<file path="src/sv/fpgs_pkg.sv">
// fuzzy pd gain scheduler package: types, domain points, rule tables, membership function
// no dependencies
package fpgs_pkg;

	localparam int CfgIdxW = 3;
	localparam logic [CfgIdxW-1:0] REG_ERR_FS  = 3'd0;
	localparam logic [CfgIdxW-1:0] REG_CHG_FS  = 3'd1;
	localparam logic [CfgIdxW-1:0] REG_KP_SPAN = 3'd2;
	localparam logic [CfgIdxW-1:0] REG_KD_SPAN = 3'd3;
	localparam logic [CfgIdxW-1:0] REG_KP_OFF  = 3'd4;
	localparam logic [CfgIdxW-1:0] REG_KD_OFF  = 3'd5;

	localparam logic [14:0] ERR_TOP = 15'd24576;
	localparam logic [14:0] CHG_TOP = 15'd12288;
	localparam logic [14:0] ERR_MUL = 15'd24576;
	localparam logic [14:0] CHG_MUL = 15'd12288;
	localparam logic [14:0] WIDE_W  = 15'd14336;
	// reciprocals of 6 and 42 for scaled dividends below 2^22
	localparam logic [22:0] RCP_NARROW = 23'd5592406;
	localparam logic [22:0] RCP_WIDE   = 23'd6391321;
	localparam int RcpShNarrow = 25;
	localparam int RcpShWide   = 28;
	localparam logic [4:0] SH_ERR = 5'd11;
	localparam logic [4:0] SH_CHG = 5'd12;

	typedef logic signed [16:0] fpgs_pt_t;

	localparam fpgs_pt_t ERR_PTS [7] = '{17'sd0, 17'sd14336, 17'sd16384, 17'sd18432,
		17'sd20480, 17'sd22528, 17'sd24576};
	localparam fpgs_pt_t CHG_PTS [7] = '{-17'sd12288, -17'sd8192, -17'sd4096, 17'sd0,
		17'sd4096, 17'sd8192, 17'sd12288};

	localparam logic [2:0] KP_TAB [7][7] = '{
		'{3'd0, 3'd0, 3'd0, 3'd0, 3'd0, 3'd0, 3'd0},
		'{3'd1, 3'd1, 3'd1, 3'd1, 3'd1, 3'd1, 3'd1},
		'{3'd1, 3'd1, 3'd1, 3'd2, 3'd3, 3'd3, 3'd3},
		'{3'd2, 3'd2, 3'd3, 3'd3, 3'd3, 3'd4, 3'd4},
		'{3'd3, 3'd3, 3'd4, 3'd4, 3'd4, 3'd5, 3'd5},
		'{3'd4, 3'd5, 3'd5, 3'd5, 3'd5, 3'd5, 3'd6},
		'{3'd6, 3'd6, 3'd6, 3'd6, 3'd6, 3'd6, 3'd6}
	};

	localparam logic [2:0] KD_TAB [7][7] = '{
		'{3'd6, 3'd5, 3'd4, 3'd4, 3'd4, 3'd3, 3'd2},
		'{3'd6, 3'd5, 3'd4, 3'd4, 3'd4, 3'd3, 3'd2},
		'{3'd6, 3'd5, 3'd4, 3'd3, 3'd3, 3'd2, 3'd2},
		'{3'd5, 3'd4, 3'd3, 3'd3, 3'd2, 3'd2, 3'd1},
		'{3'd4, 3'd3, 3'd3, 3'd3, 3'd2, 3'd1, 3'd0},
		'{3'd3, 3'd3, 3'd3, 3'd2, 3'd2, 3'd1, 3'd0},
		'{3'd3, 3'd3, 3'd3, 3'd2, 3'd2, 3'd1, 3'd0}
	};

	typedef struct packed {
		logic [2:0]  lo;
		logic [14:0] n0;
		logic [14:0] n1;
		logic [14:0] w;
	} fpgs_fuzz_t;

	typedef struct packed {
		logic [14:0] err_fs;
		logic [14:0] chg_fs;
		logic [15:0] kp_span;
		logic [15:0] kd_span;
		logic [15:0] kp_off;
		logic [15:0] kd_off;
	} fpgs_cfg_t;

	typedef struct packed {
		logic load_in;
		logic prep;
		logic clamp;
		logic fuzz;
		logic row;
		logic mul1;
		logic mul2;
		logic div2;
		logic load_out;
	} fpgs_cmd_t;

	typedef struct packed {
		logic div_done;
	} fpgs_sts_t;

	typedef enum logic [3:0] {
		ST_IDLE, ST_PREP, ST_WAIT1, ST_CLAMP, ST_FUZZ, ST_ROW,
		ST_MUL1, ST_MUL2, ST_DIV2, ST_DONE
	} fpgs_state_t;

	function automatic fpgs_fuzz_t fuzzify(input fpgs_pt_t v, input fpgs_pt_t pts [7]);
		fpgs_fuzz_t r;
		fpgs_pt_t   a;
		fpgs_pt_t   b;
		r.lo = 3'd0;
		r.n0 = 15'd1;
		r.n1 = 15'd0;
		r.w  = 15'd1;
		if (v <= pts[0]) begin
			r.lo = 3'd0;
		end else if (v >= pts[6]) begin
			r.lo = 3'd5;
			r.n0 = 15'd0;
			r.n1 = 15'd1;
		end else begin
			for (int i = 0; i < 6; i++) begin
				if (pts[i] < v && v <= pts[i+1]) begin
					a = pts[i+1] - v;
					b = v - pts[i];
					r.lo = 3'(i);
					r.n0 = a[14:0];
					r.n1 = b[14:0];
					a = pts[i+1] - pts[i];
					r.w  = a[14:0];
				end
			end
		end
		return r;
	endfunction

endpackage

</file>
<file path="src/sv/fpgs_ctrl.sv">
// controller state machine: sequences the datapath and runs both handshakes
// depends on fpgs_pkg
module fpgs_ctrl import fpgs_pkg::*; (
	input  logic      clk,
	input  logic      arst_n,
	input  logic      in_valid,
	output logic      in_ready,
	output logic      out_valid,
	input  logic      out_ready,
	input  fpgs_sts_t sts,
	output fpgs_cmd_t cmd
);

	fpgs_state_t state_q, state_nx;
	logic        out_valid_q;
	logic        out_free;

	assign out_free = !out_valid_q || out_ready;

	always_comb begin
		state_nx = state_q;
		case (state_q)
			ST_IDLE:  if (in_valid) state_nx = ST_PREP;
			ST_PREP:  state_nx = ST_WAIT1;
			ST_WAIT1: if (sts.div_done) state_nx = ST_CLAMP;
			ST_CLAMP: state_nx = ST_FUZZ;
			ST_FUZZ:  state_nx = ST_ROW;
			ST_ROW:   state_nx = ST_MUL1;
			ST_MUL1:  state_nx = ST_MUL2;
			ST_MUL2:  state_nx = ST_DIV2;
			ST_DIV2:  state_nx = ST_DONE;
			ST_DONE:  if (out_free) state_nx = ST_IDLE;
			default:  state_nx = ST_IDLE;
		endcase
	end

	always_comb begin
		cmd      = '0;
		in_ready = 1'b0;
		case (state_q)
			ST_IDLE: begin
				in_ready    = 1'b1;
				cmd.load_in = in_valid;
			end
			ST_PREP:  cmd.prep  = 1'b1;
			ST_CLAMP: cmd.clamp = 1'b1;
			ST_FUZZ:  cmd.fuzz  = 1'b1;
			ST_ROW:   cmd.row   = 1'b1;
			ST_MUL1:  cmd.mul1  = 1'b1;
			ST_MUL2:  cmd.mul2  = 1'b1;
			ST_DIV2:  cmd.div2  = 1'b1;
			ST_DONE:  cmd.load_out = out_free;
			default:  cmd = '0;
		endcase
	end

	always_ff @(posedge clk or negedge arst_n) begin
		if (!arst_n) begin
			state_q     <= ST_IDLE;
			out_valid_q <= 1'b0;
		end else begin
			state_q <= state_nx;
			if (cmd.load_out) begin
				out_valid_q <= 1'b1;
			end else if (out_ready) begin
				out_valid_q <= 1'b0;
			end
		end
	end

	assign out_valid = out_valid_q;

`ifndef SYNTH
	a_load_free: assert property (@(posedge clk) disable iff (!arst_n)
		cmd.load_out |-> (!out_valid_q || out_ready))
		else $error("result register overwritten");
	a_accept_prep: assert property (@(posedge clk) disable iff (!arst_n)
		(in_valid && in_ready) |=> (state_q == ST_PREP))
		else $error("accepted beat not started");
	a_wait_hold: assert property (@(posedge clk) disable iff (!arst_n)
		(state_q == ST_WAIT1 && !sts.div_done) |=> (state_q == ST_WAIT1))
		else $error("left divide wait early");
	a_out_after_load: assert property (@(posedge clk) disable iff (!arst_n)
		cmd.load_out |=> out_valid_q)
		else $error("loaded result not offered");
`endif

endmodule

</file>
<file path="config.mk">
export PLATFORM = sky130hd
export DESIGN_NAME = fpgs_ctrl
export DESIGN_NICKNAME = d
export VERILOG_FILES = /design/src/sv/fpgs_pkg.sv /design/src/sv/fpgs_ctrl.sv
export SDC_FILE = /design/constraint.sdc
export NUM_CORES = 1
export LEC_CHECK = 0
export ABC_AREA = 1
export BUFFER_PORTS_ARGS = -buffer_cell sky130_fd_sc_hd__buf_4
export CORE_AREA = 5 5 42 44
export CTS_BUF_LIST = sky130_fd_sc_hd__clkbuf_8
export DETAILED_ROUTE_END_ITERATION = 8
export DIE_AREA = 0 0 47 49
export PLACE_DENSITY_LB_ADDON = 0.05
export SKIP_CTS_REPAIR_TIMING = 1
export SYNTH_ARGS = -nofsm -noshare
export SYNTH_HDL_FRONTEND = slang
export SYNTH_SLANG_ARGS = --single-unit
</file>
<file path="constraint.sdc">
create_clock -name clk -period 1.45 [get_ports clk]
set_input_delay 0.2175 -clock clk [delete_from_list [all_inputs] [get_ports clk]]
set_output_delay 0.2175 -clock clk [all_outputs]
set_load 0.01 [all_outputs]
</file>
==> results of run 1 <==
[per-stage QoR]
stage / cell area (um^2) / TNS, ns / total power, mW / worst slack [ns]
after floorplan: 343 / 0 / 0.653 / 0.311
after global placement: 475 / 0 / 0.891 / 0.139
after detailed placement: 475 / 0 / 0.882 / 0.149
after CTS: 520 / -0.0838 / 1.14 / -0.0838
after global routing: 562 / -0.0422 / 1.31 / -0.0180
final: 562 / 0 / 1.20 / 0.0579
[layout make-up]
cell class                      instances  area (um^2)  area share (%)
Clock buffer                            3         41.3            7.35
Clock inverter                          1         3.75           0.668
Inverter                               14         52.6            9.35
Multi-Input combinational cell         32          193            34.3
Sequential cell                         5          129            22.9
Tap cell                               16         20.0            3.56
Timing Repair Buffer                   16          123            21.8
[registers in the layout, indices dropped and copies added (netlist names)]
| signal | count |
|---|---|
| state_q | 4 |
| out_valid | 1 |
[power by group]
group / total (mW) / internal [mW] / switching (mW)
registers: 0.313 / 0.209 / 0.104
logic: 0.637 / 0.273 / 0.364
clock network: 0.247 / 0.181 / 0.0656
[per-layer routing]
metal	part of all wire [%]	global-route usage, %
met5	0	0
met4	1.4	2.76
met2	48	13.3
met3	4.7	5.54
met1	46	11.3
[layout by cell type, fill, tap and decap left out, drive strengths merged]
| cell | synthesis | final |
|---|---|---|
| buf | 0 | 15 |
| nand3 | 4 | 4 |
| clkbuf | 0 | 3 |
| nor3 | 3 | 3 |
| nor2 | 16 | 16 |
| inv | 14 | 15 |
| dfrtp | 5 | 5 |
| nand2 | 7 | 7 |
| dlygate4sd3 | 0 | 1 |
| o21bai | 2 | 2 |
[worst paths after layout]
| check | slack, ns | cells after the start | end |
|---|---|---|---|
| worst max register to register | 0.41 | 5 | state_q[0] |
| min in group asynchronous | 0.34 | 2 | state_q[0] |
| worst max-delay path | 0.06 | 4 | cmd[8] |
| max in group asynchronous | 0.99 | 2 | state_q[3] |
| worst min-delay path | 0.27 | 4 | out_valid |
| worst min register to register | 0.56 | 1 | state_q[1] |
[cell families (layout without fill, tap and decap cells)]
kind of cell    Yosys count  count (layout)  share of synthesized area [%]
compound gates            2               2                           5.48
buf+inv                  14              34                           15.3
flops                     5               5                           36.5
simple gates             30              30                           42.7
[worst reg2reg max path, stage by stage (launching register included)]
cell and delay [ns]:
dfrtp_2 0.44, inv_1 0.12, nor2_4 0.05, nand3_2 0.09, inv_1 0.04, o21bai_2 0.17
==> results.toml, run 1 <==
[detailed_routing]
drc = 0
vias_per_cell = 4.13
drt_iter0_drc = 5
wire_per_inst_um = 9.94
vias = 359
drtPass1Iterations = 3
postRouteAntennaNets = 0
finalWirelength_um = 865

[sta]
fmax_mhz = 718
max_slew_margin_pct = 85.2
post-route-period-util_pct = 96.0
fin_worst_skew_ns = 0.00263
setup_violations = 0
tightest_slew_ns = 0.221
fin_crit_ns = 1.39
rsz0062_at_grt = "true"
slew_viol_final = 0
whs_ns = 0.267
hold_viol = 0

[synthesis]
syn_area_per_cell_um2 = 6.72
synth_area_leaders = "dfrtp_1 (36%), inv_1 (13%), nor2_2 (13%), nor2_1 (9.9%), nand2_1 (6.6%)"
synth_top_area_share_pct = 36.5
yosysUniqueCellTypes = 12
synth.most_common_cell = "inv_1"
ys_seq_area_share_pct = 36.5
syn-instance-count = 51
syn-cell-area_um2 = 343
synth_seq_cells = 5
syn_nets = 56
yosys_warnings = 0
yosys-top-cells-count = "inv_1 (12), nor2_1 (9), nor2_2 (7)"
synth_edf_count = 0
yosys.area.top_type = "dfrtp_1"
synth-main-ff-cell = "dfrtp_1"
async_flop_share_pct = 100

[place]
place_inst = 82
port-buffer-count = 15
gp_congestion = 0.658
hpwlAfterDp_um = 717

[finish]
n_antenna_cell = 0
fill_cells = 162
fin_cells = 87
postLayoutCoreUtil_pct = 40.1
nets = 77
drive_gt1_share_pct = 50.7
area_growth_pct = 63.9

[worst_hold_path]
worstHoldPathType = "primary input to register"
min_from = "out_ready"

[cts]
htree_levels = 1
clkSinkCount = 5
cts_max_path_buffers = 2
clk_pin_slew_ns = 0.04
cts_buffers = 3
cts_root_buffer = "clkbuf_8"
insertion_delay_ns = 0.22
cts_tree = "done"

[die]
die_w_um = 47
die_h_um = 49
die_area_mm2 = 0.00230
core_mm2 = 0.00140
fp-row-count = 14
io_pins = 16
start_util_pct = 24.5

[setup_path]
regToRegStartpoint = "state_q[0]"
cp_data_arrival_time_ns = 1.17
endpoint_kind = "primary output"
path_class = "register to primary output"
slowest_delay_ns = 0.44
path_buf_inv = 1
crit_required_ns = 1.23
startpoint = "state_q[0]"
path_cells = "nor2_4, nand2_2, nor3_2, buf_4"
cp-start-kind = "register"
cp_max_fo = 5
critical-path-top-delay-family = "flip-flops"
crit_slowest_cell = "dfrtp_2"

[power]
cellLeakagePower_nw = 0.310
vdd_ir_drop_max_v = 0.00116
power.density_mw_per_mm2 = 2130

[grt]
grt.total_usage_pct = 9.26
grt_max_degree = 7
overflow = 0
grt_pass1_wl_um = 1500
grt_antenna_before_repair = 0
grt_pass1_vias = 362

[run]
cap_violations = 0

[status]
outcome = "finished, final reports clean"
(Power assumes the default switching activity.)
==> run 2: changes to the inputs <==
==> constraint.sdc (replaced) <==
create_clock -name clk -period 1.2 [get_ports clk]
set_input_delay 0.18 -clock clk [delete_from_list [all_inputs] [get_ports clk]]
set_output_delay 0.18 -clock clk [all_outputs]
set_load 0.01 [all_outputs]
==> run 2 against run 1 <==
- the run now ends with negative setup slack left
- clock skew hardly changed
- hold slack worse by 0.044 ns
- sequential cell count stayed put
- final cell count is 3.4% higher
- die area stayed put
- clock power is 28% higher
- non-clock buffer count is 3 higher
- clock-buffer cell count stayed put
- total power is 28% higher
- design area is 3.3% higher
- utilization is 1.3 points higher
- sequential share of layout area is 0.96 points lower
- critical path type unchanged
- largest cell class unchanged
- largest power group unchanged
- highest routed layer unchanged
==> results.toml, run 2 (synthesized netlist as in run 1, its figures left out) <==
[worst_hold_path]
min_from = "out_ready"
whs_path_depth = 4
worstHoldPathType = "primary input to register"
min_to = "out_valid"

[grt]
grt_pass1_wl_um = 1400
grt_antenna_before_repair = 0
grt_max_degree = 6
grt_pass1_vias = 341
grt.total_usage_pct = 9.12
overflow = 0

[die]
die_h_um = 49
die_w_um = 47
core_mm2 = 0.00140
fp-row-count = 14
die_area_mm2 = 0.00230
start_util_pct = 24.5
io_pins = 16

[detailed_routing]
drtPass1Iterations = 2
vias = 373
drc = 0
vias_per_cell = 4.14
postRouteAntennaNets = 0
finalWirelength_um = 995
drt_iter0_drc = 3
wire_per_inst_um = 11.1

[setup_path]
path_cells = "nor2_4, nand2_2, nor3_2, buf_4"
crit_required_ns = 1.02
regToRegStartpoint = "state_q[1]"
reg2reg_slack_ns = 0.16
cp_data_arrival_time_ns = 1.17
path_class = "register to primary output"
cp-start-kind = "register"
slowest_delay_ns = 0.45
endpoint_kind = "primary output"
reg2regPathDepth = 5
crit_slowest_cell = "dfrtp_2"
cp_max_fo = 4
r2r-end = "state_q[0]"

[finish]
max_flop_register = "state_q"
fin_cells = 90
fill_cells = 155
drive_gt1_share_pct = 50.0
postLayoutCoreUtil_pct = 41.4
final_common_cell = "buf_4"
n_antenna_cell = 0
largest_register_ffs = 4
area_growth_pct = 69.3
final_cell_mix = "buf_4 (18), inv_1 (13), nor2_1 (9), nand2_1 (6), nor2_2 (4)"
nets = 80

[sta]
fin_worst_skew_ns = 0.00289
tightest_slew_ns = 0.233
slew_viol_final = 0
finalWorstSetupSlack_ns = -0.145
fmax_mhz = 743
hold_viol = 0
fin_tns_setup_ns = -1.04
post-route-period-util_pct = 112
rsz0062_at_grt = "true"
fin_crit_ns = 1.35
setup_violations = 10
max_slew_margin_pct = 84.4

[place]
place_inst = 84
place_ws_ns = -0.0311
gp_congestion = 0.723
hpwlAfterDp_um = 762
port-buffer-count = 15

[power]
power.density_mw_per_mm2 = 2630
cellLeakagePower_nw = 0.326
power_mw = 1.53
vdd_ir_drop_max_v = 0.00124

[run]
cap_violations = 0

[cts]
htree_levels = 1
cts_tree = "done"
cts_max_path_buffers = 2
clkSinkCount = 5
clk_pin_slew_ns = 0.04
cts_root_buffer = "clkbuf_8"
cts_buffers = 3
insertion_delay_ns = 0.23

[status]
violations = "negative setup slack"
outcome = "complete, but fails checks"
-- run 2: worst max path at each step --
stage,startpoint,end,slack [ns]
2_1_floorplan,state_q[0],cmd[8],0.1
3_3_place_gp,state_q[0],cmd[8],-0.03
3_5_place_dp,state_q[0],cmd[8],-0.03
4_1_cts,state_q[0],cmd[8],-0.28
5_1_grt,state_q[1],cmd[8],-0.20
6_report,state_q[1],cmd[8],-0.15
-- run 2: report_power, final --
group          total [mW]  switching [mW]  internal, mW  leakage, nW
logic               0.861           0.483         0.377        0.238
clock network       0.315          0.0945         0.220       0.0269
registers           0.350           0.101         0.249       0.0614
-- run 2: cell type report --
cell class | count | area, um^2 | area share [%]
clock buffers | 3 | 41.3 | 7.11
clock inverters | 1 | 3.75 | 0.647
inverters | 14 | 52.6 | 9.05
multi-input cells | 32 | 190 | 32.8
flip-flops and latches | 5 | 128 | 22.0
well taps | 16 | 20.0 | 3.45
repair buffers | 19 | 145 | 25.0
-- run 2: routing by layer --
layer	vias to the layer above	global-route usage (%)	routed length, um
met1	164	10.0	418
met2	11	12.9	504
li1	196	-	-
met3	2	5.54	55
met5	-	0	0
met4	0	5.53	16
-- run 2: critical path: cells and delay by family, from the launching register on --
family	cells	cell delay (ns)
and+or+nand+nor	3	0.34
DFF	1	0.45
buffers and inverters	1	0.14
-- run 2: per-stage QoR --
stage          area (um^2)  hold WS (ns)
3_5_place_dp           490       -0.0133
2_1_floorplan          343        -0.116
5_1_grt                581         0.248
3_3_place_gp           490       -0.0124
6_report               581         0.223
4_1_cts                536        -0.258
